[src/rtl/core/ghp_pkg.sv]
// Package for the generational handle pool: sizes, request codes and status codes.
// No dependencies; used by generational_handle_pool.
`timescale 1ns / 1ps

package ghp_pkg;

  // Pool geometry
  localparam int SLOT_COUNT   = 64;
  localparam int IDX_W        = $clog2(SLOT_COUNT);
  localparam int GEN_BITS     = 16;
  localparam int PAYLOAD_BITS = 32;

  // Free-slot scan: SCAN_W alive flags examined per cycle
  localparam int SCAN_W   = 8;
  localparam int SCAN_LSB = $clog2(SCAN_W);
  localparam int CHUNKS   = SLOT_COUNT / SCAN_W;
  localparam int CHUNK_W  = IDX_W - SCAN_LSB;

  // Request codes
  localparam logic [1:0] REQ_CREATE  = 2'd0;
  localparam logic [1:0] REQ_UPDATE  = 2'd1;
  localparam logic [1:0] REQ_DESTROY = 2'd2;
  localparam logic [1:0] REQ_LOOKUP  = 2'd3;

  // Status codes
  localparam logic [1:0] STAT_OK   = 2'd0;
  localparam logic [1:0] STAT_BAD  = 2'd1;
  localparam logic [1:0] STAT_FULL = 2'd2;

  typedef logic [IDX_W-1:0]        idx_t;
  typedef logic [GEN_BITS-1:0]     gen_t;
  typedef logic [PAYLOAD_BITS-1:0] pay_t;

endpackage

[src/rtl/core/generational_handle_pool.sv]
// Generational handle pool (slot map) top level: sequencer, slot memories, output register.
// Depends on ghp_pkg.
`timescale 1ns / 1ps

// A pool of 64 slots addressed by handles (index, generation). Create takes the
// lowest free slot, bumps its generation (never 0) and returns the new handle;
// update, destroy and lookup act only on a live handle whose generation matches,
// else return status 1. One transaction is processed at a time: update, destroy
// and lookup pass through the read and execute states before the next acceptance.
// Create first walks the free-slot scanner over 8-slot groups until one holds a
// free slot, then reads and executes; a create on a full pool walks all 8 groups
// and goes straight to execute. The execute step holds until the output
// register is free, so a previous result still waiting on out_stall delays it.
// The generation and payload memories are read through a registered port, then
// written when the execute step loads its result. The result sits in an
// output register, so the next transaction is accepted while a result still
// waits on out_stall.
module generational_handle_pool (
  input  logic                           clk,
  input  logic                           rst_n,
  input  logic                           in_valid,
  output logic                           in_stall,
  input  logic [1:0]                     in_req_type,
  input  logic [ghp_pkg::IDX_W-1:0]      in_handle_index,
  input  logic [ghp_pkg::GEN_BITS-1:0]   in_handle_generation,
  input  logic [ghp_pkg::PAYLOAD_BITS-1:0] in_payload,
  output logic                           out_valid,
  input  logic                           out_stall,
  output logic [1:0]                     out_status,
  output logic [ghp_pkg::IDX_W-1:0]      out_index,
  output logic [ghp_pkg::GEN_BITS-1:0]   out_generation,
  output logic [ghp_pkg::PAYLOAD_BITS-1:0] out_payload
);

  // Sequencer states
  localparam logic [1:0] S_IDLE = 2'd0;
  localparam logic [1:0] S_SCAN = 2'd1;
  localparam logic [1:0] S_READ = 2'd2;
  localparam logic [1:0] S_EXEC = 2'd3;

  logic [1:0] state_r, state_nxt;

  // Latched request
  logic [1:0]    req_r;
  ghp_pkg::gen_t req_gen_r;
  ghp_pkg::pay_t req_pay_r;
  ghp_pkg::idx_t slot_r, slot_nxt;

  // Scan position
  logic [ghp_pkg::CHUNK_W-1:0] chunk_r, chunk_nxt;

  // Per-slot flags
  logic [ghp_pkg::SLOT_COUNT-1:0] alive_r;
  logic [ghp_pkg::SLOT_COUNT-1:0] gen_vld_r;

  // Slot memories with registered read data
  ghp_pkg::gen_t gen_mem [ghp_pkg::SLOT_COUNT];
  ghp_pkg::pay_t pay_mem [ghp_pkg::SLOT_COUNT];
  ghp_pkg::gen_t gen_rd_r;
  ghp_pkg::pay_t pay_rd_r;

  // Output register
  logic          out_valid_r;
  logic [1:0]    out_status_r;
  ghp_pkg::idx_t out_index_r;
  ghp_pkg::gen_t out_generation_r;
  ghp_pkg::pay_t out_payload_r;

  logic in_acc;
  logic load_out;

  assign in_stall = (state_r != S_IDLE);
  assign in_acc   = in_valid && !in_stall;
  assign load_out = (state_r == S_EXEC) && (!out_valid_r || !out_stall);

  // Priority encoder over the current group of alive flags
  logic [ghp_pkg::SCAN_W-1:0]   free_chunk;
  logic [ghp_pkg::SCAN_LSB-1:0] free_pos;
  logic                         free_any;

  always_comb begin
    free_chunk = ~alive_r[chunk_r * ghp_pkg::SCAN_W +: ghp_pkg::SCAN_W];
    free_any   = |free_chunk;
    free_pos   = '0;
    for (int i = ghp_pkg::SCAN_W - 1; i >= 0; i--) begin
      if (free_chunk[i]) begin
        free_pos = ghp_pkg::SCAN_LSB'(i);
      end
    end
  end

  // Execute-stage decode: effective generation, handle check, next generation
  ghp_pkg::gen_t gen_eff;
  ghp_pkg::gen_t gen_inc;
  ghp_pkg::gen_t gen_new;
  logic          handle_ok;
  logic          scan_full_r;

  always_comb begin
    gen_eff   = gen_vld_r[slot_r] ? gen_rd_r : '0;
    gen_inc   = gen_eff + ghp_pkg::gen_t'(1);
    gen_new   = (gen_inc == '0) ? ghp_pkg::gen_t'(1) : gen_inc;
    handle_ok = (req_gen_r != '0)
             && ({1'b0, slot_r} < (ghp_pkg::IDX_W + 1)'(ghp_pkg::SLOT_COUNT))
             && alive_r[slot_r]
             && (gen_eff == req_gen_r);
  end

  // Sequencer next state
  always_comb begin
    state_nxt = state_r;
    slot_nxt  = slot_r;
    chunk_nxt = chunk_r;
    case (state_r)
      S_IDLE: begin
        if (in_acc) begin
          slot_nxt  = in_handle_index;
          chunk_nxt = '0;
          state_nxt = (in_req_type == ghp_pkg::REQ_CREATE) ? S_SCAN : S_READ;
        end
      end
      S_SCAN: begin
        if (free_any) begin
          slot_nxt  = {chunk_r, free_pos};
          state_nxt = S_READ;
        end else if (chunk_r == ghp_pkg::CHUNK_W'(ghp_pkg::CHUNKS - 1)) begin
          state_nxt = S_EXEC;
        end else begin
          chunk_nxt = chunk_r + 1'b1;
        end
      end
      S_READ: begin
        state_nxt = S_EXEC;
      end
      S_EXEC: begin
        if (load_out) begin
          state_nxt = S_IDLE;
        end
      end
      default: begin
        state_nxt = S_IDLE;
      end
    endcase
  end

  // Control registers
  always_ff @(posedge clk) begin
    if (!rst_n) begin
      state_r     <= S_IDLE;
      chunk_r     <= '0;
      scan_full_r <= 1'b0;
      alive_r     <= '0;
      gen_vld_r   <= '0;
      out_valid_r <= 1'b0;
    end else begin
      state_r <= state_nxt;
      chunk_r <= chunk_nxt;
      // pool full only once the last group has no free slot
      if (in_acc) begin
        scan_full_r <= 1'b0;
      end else if (state_r == S_SCAN && !free_any
                   && chunk_r == ghp_pkg::CHUNK_W'(ghp_pkg::CHUNKS - 1)) begin
        scan_full_r <= 1'b1;
      end
      if (load_out) begin
        out_valid_r <= 1'b1;
      end else if (!out_stall) begin
        out_valid_r <= 1'b0;
      end
      if (load_out && req_r == ghp_pkg::REQ_CREATE && !scan_full_r) begin
        alive_r[slot_r]   <= 1'b1;
        gen_vld_r[slot_r] <= 1'b1;
      end else if (load_out && req_r == ghp_pkg::REQ_DESTROY && handle_ok) begin
        alive_r[slot_r] <= 1'b0;
      end
    end
  end

  // Request latch
  always_ff @(posedge clk) begin
    slot_r <= slot_nxt;
    if (in_acc) begin
      req_r     <= in_req_type;
      req_gen_r <= in_handle_generation;
      req_pay_r <= in_payload;
    end
  end

  // Slot memories: read in S_READ, written in S_EXEC
  always_ff @(posedge clk) begin
    if (state_r == S_READ) begin
      gen_rd_r <= gen_mem[slot_r];
      pay_rd_r <= pay_mem[slot_r];
    end
    if (load_out && req_r == ghp_pkg::REQ_CREATE && !scan_full_r) begin
      gen_mem[slot_r] <= gen_new;
      pay_mem[slot_r] <= req_pay_r;
    end else if (load_out && handle_ok && req_r == ghp_pkg::REQ_UPDATE) begin
      pay_mem[slot_r] <= req_pay_r;
    end else if (load_out && handle_ok && req_r == ghp_pkg::REQ_DESTROY) begin
      pay_mem[slot_r] <= '0;
    end
  end

  // Result register
  always_ff @(posedge clk) begin
    if (load_out) begin
      out_status_r     <= ghp_pkg::STAT_OK;
      out_index_r      <= '0;
      out_generation_r <= '0;
      out_payload_r    <= '0;
      if (req_r == ghp_pkg::REQ_CREATE) begin
        if (scan_full_r) begin
          out_status_r <= ghp_pkg::STAT_FULL;
        end else begin
          out_index_r      <= slot_r;
          out_generation_r <= gen_new;
        end
      end else if (!handle_ok) begin
        out_status_r <= ghp_pkg::STAT_BAD;
      end else if (req_r == ghp_pkg::REQ_LOOKUP) begin
        out_payload_r <= pay_rd_r;
      end
    end
  end

  assign out_valid      = out_valid_r;
  assign out_status     = out_status_r;
  assign out_index      = out_index_r;
  assign out_generation = out_generation_r;
  assign out_payload    = out_payload_r;

  // Checks
  a_scan_only_create: assert property (@(posedge clk) disable iff (!rst_n)
    (state_r == S_SCAN) |-> (req_r == ghp_pkg::REQ_CREATE))
    else $error("free-slot scan running for a non-create request");

  a_create_marks_alive: assert property (@(posedge clk) disable iff (!rst_n)
    (load_out && req_r == ghp_pkg::REQ_CREATE && !scan_full_r) |=> alive_r[slot_r])
    else $error("created slot not marked alive");

  a_create_gen_nonzero: assert property (@(posedge clk) disable iff (!rst_n)
    (load_out && req_r == ghp_pkg::REQ_CREATE && !scan_full_r)
      |=> (out_generation_r != '0))
    else $error("create returned generation zero");

  a_full_only_create: assert property (@(posedge clk) disable iff (!rst_n)
    load_out |=> (out_status_r != ghp_pkg::STAT_FULL
                  || $past(req_r) == ghp_pkg::REQ_CREATE))
    else $error("pool-full status for a non-create request");

  a_full_really_full: assert property (@(posedge clk) disable iff (!rst_n)
    (state_r == S_EXEC && req_r == ghp_pkg::REQ_CREATE && scan_full_r) |-> (&alive_r))
    else $error("pool-full reported with a free slot");

endmodule

[config.mk]
export PLATFORM = sky130hd
export DESIGN_NAME = generational_handle_pool
export DESIGN_NICKNAME = d
export VERILOG_FILES = /design/src/rtl/core/ghp_pkg.sv /design/src/rtl/core/generational_handle_pool.sv
export SDC_FILE = /design/constraint.sdc
export NUM_CORES = 2
export LEC_CHECK = 0
export BUFFER_PORTS_ARGS = -buffer_cell sky130_fd_sc_hd__clkbuf_2
export CORE_ASPECT_RATIO = 1.5
export CORE_MARGIN = 2
export CORE_UTILIZATION = 55
export DETAILED_ROUTE_END_ITERATION = 10
export HOLD_SLACK_MARGIN = 0.1
export PLACE_DENSITY = 0.8
export SLEW_MARGIN = 20
export SYNTH_ARGS = -nofsm -noshare
export SYNTH_HDL_FRONTEND = slang
export SYNTH_SLANG_ARGS = --single-unit
[constraint.sdc]
create_clock -name clk -period 11.9 [get_ports clk]
set_input_delay 1.19 -clock clk [delete_from_list [all_inputs] [get_ports clk]]
set_output_delay 1.19 -clock clk [all_outputs]
set_load 0.01 [all_outputs]
=== Word-level counts from Yosys, hierarchy flattened ===
Memory sizes are Yosys's and may differ from the RTL's. A register that Yosys moved wholly into a read port is not among the register bits.
Index checks and enable logic that the tools add are counted.
W data, S select, Z words.

* Output and inout port bits: 58
* Logic and storage cells: 129
* Memories kept: 2
* Bits of input ports: 60
* Register bits: 247
* Bits in writable memories: 3072

* Reductions and logical operators: 35
* Multiplexer cells: 47
* Shift operators: 1
* Order comparisons: 2
* Bitwise gates (word level): 11
* Equal/unequal tests: 15
* Add/subtract/negate cells: 2

{| class="wikitable"
|+ Memory list
! name !! words !! bits a word !! rd ports !! clocked after memory_dff !! wr ports !! line !! text
|-
| pay_mem || 64 || 32 || 1 || 1 || 1 || generational_handle_pool.sv:58 || <nowiki>ghp_pkg::pay_t pay_mem [ghp_pkg::SLOT_COUNT];</nowiki>
|-
| gen_mem || 64 || 16 || 1 || 1 || 1 || generational_handle_pool.sv:57 || <nowiki>ghp_pkg::gen_t gen_mem [ghp_pkg::SLOT_COUNT];</nowiki>
|}

{| class="wikitable"
|+ Operators by type and width
! kind !! number
|-
| $mux W64 || 2
|-
| $or A64 B64 Y64 || 2
|-
| $and A64 B64 Y64 || 1
|-
| $mux W32 || 2
|-
| $not A64 Y64 || 1
|-
| $shiftx A64 B7 Y8 || 1
|-
| $mux W3 || 11
|-
| $mux W16 || 2
|-
| $add A16 B1 Y16 const B || 1
|-
| $eq A16 B16 Y1 || 1
|-
| $logic_not A16 Y1 || 1
|-
| $reduce_bool A16 Y1 || 1
|-
| $mux W1 || 15
|-
| $logic_and A1 B1 Y1 || 14
|-
| $mux W2 || 7
|-
| $bmux W1 S6 || 2
|-
| $mux W6 || 2
|-
| $pmux W6 S2 || 1
|-
| $ne A2 B2 Y1 const B || 5
|-
| $eq A2 B2 Y1 const B || 4
|-
| $not A8 Y8 || 1
|-
| $pmux W2 S4 || 1
|-
| $reduce_or A8 Y1 || 1
|-
| $lt A6 B7 Y1 const B || 1
|-
| 18 further kinds || 33
|}

=== Longest topological paths before layout ===
* Depth after elaboration: 12
* Mapped depth: 23

=== Worst setup path before layout ===
OpenSTA, ideal clock, no wires.

* Path kind: register to register
* From: reg slot_r[0]
* To: mem pay_mem[26][0] (netlist bit), enable pin
* Setup slack: 3.604 ns
* Cell stages (with the launch flop): 11
* Required time: 11.305 ns
* Data arrival time: 7.701 ns
* Period minus slack after synthesis: 8.296 ns
* Path buffers: 2
* Setup time: 0.595 ns
* Cells stage by stage: edfxtp_1 > buf_6 > mux4_2 > a32o_1 > a2111o_1 > nor3_2 > buf_4 > o21ai_1 > a22oi_2 > o2111ai_4 > a2111oi_0

* Longest elaborated chain between the ends: 12
* Elaborated cells on any way between the ends: 20
* Classes of those cells: 1 x eq/ne; 12 x mux; 2 x bitwise; 5 x reduce/logical

{| class="wikitable"
|+ RTL lines
! element !! line !! text
|-
| start: declaration || generational_handle_pool.sv:47 || <nowiki>ghp_pkg::idx_t slot_r, slot_nxt;</nowiki>
|-
| start signal: assignment || generational_handle_pool.sv:181 || <nowiki>slot_r <= slot_nxt;</nowiki>
|-
| $bmux W1 S6 || generational_handle_pool.sv:100 || <nowiki>gen_eff = gen_vld_r[slot_r] ? gen_rd_r : '0;</nowiki>
|-
| $mux W1 (not written as such) || generational_handle_pool.sv:100 ||
|-
| $mux W16 || generational_handle_pool.sv:100 ||
|-
| $eq A16 B16 Y1 || generational_handle_pool.sv:106 || <nowiki>&& (gen_eff == req_gen_r);</nowiki>
|-
| $logic_and A1 B1 Y1 || generational_handle_pool.sv:106 ||
|-
| $logic_and A1 B1 Y1 || generational_handle_pool.sv:198, generational_handle_pool.sv:200 ||
|-
| $logic_and A1 B1 Y1, on equally long branches || generational_handle_pool.sv:198, generational_handle_pool.sv:200 ||
|-
| $mux W1, on equally long branches || generational_handle_pool.sv:198, generational_handle_pool.sv:200 ||
|-
| $mux W1, on equally long branches || generational_handle_pool.sv:195, generational_handle_pool.sv:198 ||
|-
| $mux W1, on equally long branches || generational_handle_pool.sv:199, generational_handle_pool.sv:195 ||
|-
| $or A1 B1 Y1 (no source line) / $mux W1 (equally long branches) || n/a ||
|-
| $or A1 B1 Y1 (no source line) || n/a ||
|-
| end: declaration || generational_handle_pool.sv:58 ||
|}

Parallel ways exist; a longest one is shown, timed or not. The select of a mux whose other input is x is not followed.

=== Worst setup path in the final report ===
* From: reg slot_r[0]
* To: mem pay_mem[45][7] (netlist bit), enable pin

Same word-level chain as after synthesis.

==> summary.txt <==
Layout
  – Post-route design area: between 0.1 and 0.15 sq mm
  – Area grow syn2layout: 12.8%
  – Fillers: between 10000 and 15000
  – Multi-input logic area: around 0.023 sq mm
  – Most frequent cells in the layout: edfxtp_1 (3232), a22oi_1 (1108), clkbuf_16 (312)
  – Reg area: 0.0998 sq mm
  – Layout cells sized above 1: approximately 15%
  – Most common cell after layout, fill and taps aside: edfxtp_1
  – # nets final: roughly 7000

Clock network
  – CTS sink count: 3367
  – Worst skew pair latency: roughly 0.88 ns
  – Clk buf depth: 4
  – Root Driver: clkbuf_16
  – Clock slew at reported path FFs: approximately 0.06 ns
  – # hold bufs at CTS: 0
  – Post-cts resize count: 0
  – Number of buffers created by CTS: around 300
  – Post-CTS setup buffers: 0
  – H-tree depth: 5
  – CTS tree: built

Logic synthesis
  – Number of synthesized flops with an enable pin: ~3200
  – FF+latch count, synth: approximately 3400
  – Register area share after synthesis: 80.6%
  – Syn_area_per_cell: between 15 and 20 sq um
  – Syn Std Cell Area: between 0.1 and 0.15 sq mm
  – Asr flop ratio synth: 0%
  – Warnings, synthesis: 0
  – Syn nets: just under 7000
  – Top FF cell, synth: edfxtp_1
  – Post-Syn Instances: slightly below 7000
  – Synth unique cells: 63

Timing
  – Slew HR: ~20%
  – Final Max Slew Viols: 0
  – Finish-stage setup viols: 0
  – Setup total negative slack: 0 ns
  – Achievable frequency: 0.148 GHz
  – Period utilisation layout: between 50% and 60%
  – Worst clock skew: approximately 0.11 ns
  – Final hold violations: 0
  – Clock period minus worst slack: ~6.7 ns
  – Final WS setup: ~5.2 ns
  – Slew at the pin closest to its max-slew limit: 1.18 ns
  – RSZ-0062 raised after global routing: no

Outcome
  – Status: finished clean

Setup path
  – Endpoint class of the critical path: flop
  – Worst R2R End: pay_mem[45][7]
  – Crit path max fanout: 47
  – Worst reg-to-reg path cell count: 14
  – Crit path DAT: just over 7 ns
  – Crit start category: flop
  – CP required: 12.33 ns
  – Crit Reg-Reg Startpoint: slot_r[0]
  – R2R Setup Slk: 5.16 ns
  – Crit path kind: reg2reg

Global routing
  – First-pass GRT wire length: between 500000 and 600000 microns
  – Global route overflow: 0
  – Largest net degree at the start of global routing: 120
  – Vias in the first global route: just over 70000
  – Gr usage total: between 30% and 40%
  – Initial antenna violation count: 28

Drt
  – Drt first pass iters: 8
  – DRC: 0
  – Routed WL: 374000 microns
  – Vias: between 70000 and 80000
  – Final ANT Viol Nets: 0
  – Vias per cell: between 7 and 8
  – DR WL/cell: between 30 and 40 microns
  – DR iter-0 viols: between 10000 and 15000

Power and ir drop
  – Tot Pwr: about 0.030 W
  – P_leak: between 40 and 50 nW
  – Worst vdd ir: roughly 0.00015 V
  – Power Density: 212 mW/mm^2

Die
  – I/O Pins: between 100 and 150
  – Die Height: a little under 600 microns
  – Core Footprint: ~0.22 sq mm
  – Die W: 391 microns
  – Initial Util: a little under three fifths
  – Full die area: about 0.23 sq mm
  – Row count: 213

Worst hold path
  – Worst Min Path Start: gen_vld_r[54]
  – Min-Delay Endpoint: gen_vld_r[54]
  – Cell depth of the worst hold path: 1
  – Hold crit path type: reg2reg

Place
  – Port bufs: approximately 120
  – Detailed Place HPWL: a little over 200000 microns
  – GP Congestion: 0.951
  – Place WS: approximately 5.2 ns
  – Placed instance area: ~0.13 sq mm

Job
  – Maxcap violations: 0
## worst max-delay path by stage
stage	slack, ns	depth (start not counted)	startpoint	to
3_5_place_dp	5.25	14	slot_r[0]	pay_mem[45][17]
6_report	5.16	14	slot_r[0]	pay_mem[45][7]
4_1_cts	5.11	14	slot_r[0]	pay_mem[45][7]
5_1_grt	5.03	13	slot_r[0]	pay_mem[45][11]
3_3_place_gp	5.26	14	slot_r[0]	pay_mem[45][19]
2_1_floorplan	3.60	10	slot_r[0]	pay_mem[26][0]
## critical path: stages, from the launching register on
cell and delay, ns:
edfxtp_1 0.34, buf_4 0.57, mux4_2 0.58, nand2_1 0.11, o21ai_0 0.13, a2111o_1 0.49, nor3_4 0.33, buf_4 0.51
o21ai_0 0.20, a22oi_2 0.26, o2111ai_4 0.16, buf_4 0.38, buf_6 0.42, a2111oi_4 1.04, buf_4 0.55
## report_power, final
part	internal (W)	total [W]	switching, W
combinational	0.00149	0.00602	0.00453
clock	0.00535	0.00955	0.00420
sequential	0.0138	0.0140	0.000184
## Yosys cell counts, drive strengths merged (3+ instances only)
library cell,n,area share (%)
edfxtp,3232,78
a22oi,1109,6.7
clkbuf,427,1.3
a221oi,225,1.6
a22o,219,1.6
a31oi,180,0.91
a41oi,168,1.2
dfxtp,135,2.2
a21oi,123,0.50
nand3,107,0.43
buf,95,0.36
nor3,85,0.35
o21ai,81,0.33
o21a,65,0.39
a2111oi,62,0.73
nand4,61,0.31
nor2,55,0.17
nor4,51,0.26
nor2b,49,0.25
and4,35,0.25
mux4,30,0.55
nand2,30,0.091
mux2i,29,0.23
inv,20,0.061
and2,15,0.076
xnor2,12,0.085
mux2,11,0.10
and3,9,0.046
ha,7,0.071
o22ai,7,0.035
nand2b,6,0.030
nand3b,6,0.036
xor2,6,0.042
a211oi,5,0.030
a221o,5,0.040
nor3b,5,0.030
or2,4,0.020
nor4bb,3,0.024
## through the flow
| step | utilization (%) | hold WS (ns) | cells |
|---|---|---|---|
| 2_1_floorplan | - | 0.433 | 6795 |
| 3_3_place_gp | 57.9 | 0.443 | 9670 |
| 3_5_place_dp | 58.0 | 0.448 | 9673 |
| 4_1_cts | 62.2 | 0.455 | 10200 |
| 5_1_grt | 62.3 | 0.474 | 10200 |
| 6_report | 62.3 | 0.460 | 10200 |
## cell families (layout without fill, tap and decap cells)
kind of cell / Yosys count / after routing / share of synthesized area, %
flops: 3367 / 3367 / 80.6
fa+ha+maj: 7 / 7 / 0.0708
xor+xnor: 18 / 18 / 0.127
mux: 70 / 70 / 0.881
other cells: 0 / 12 / 0
compound gates: 2264 / 2264 / 14.2
buf+inv: 542 / 932 / 1.72
simple gates: 527 / 527 / 2.40
## metal layers
metal  track usage [%]  part of all wire (%)  vias to the layer above
met4              24.5                   9.0                       18
met1              38.6                    30                    36900
li1                  -                     -                    29200
met2              49.8                    47                     7102
met5                 0                 0.037                        -
met3              8.20                    14                     1510
## state kept, by name (all words and copies together) (netlist names), named ones only
register,count
scan_full_r,1
out_payload,32
gen_vld_r,64
req_pay_r,32
gen_mem,1024
state_r,2
req_gen_r,16
out_valid,1
slot_r,6
out_index,6
gen_rd_r,16
pay_rd_r,32
pay_mem,2048
chunk_r,3
req_r,2
out_generation,16
out_status,2
## layout make-up
| cell class | instances | share of cell area [%] |
|---|---|---|
| sequential | 3367 | 71.5 |
| inverter | 20 | 0.0538 |
| multi-input combinational | 2886 | 16.8 |
| antenna | 12 | 0.0215 |
| clock buffer | 368 | 5.76 |
| clock inverter | 148 | 1.02 |
| timing repair buffer | 396 | 2.14 |
| tap | 3010 | 2.70 |
(Power assumes the default switching activity.)
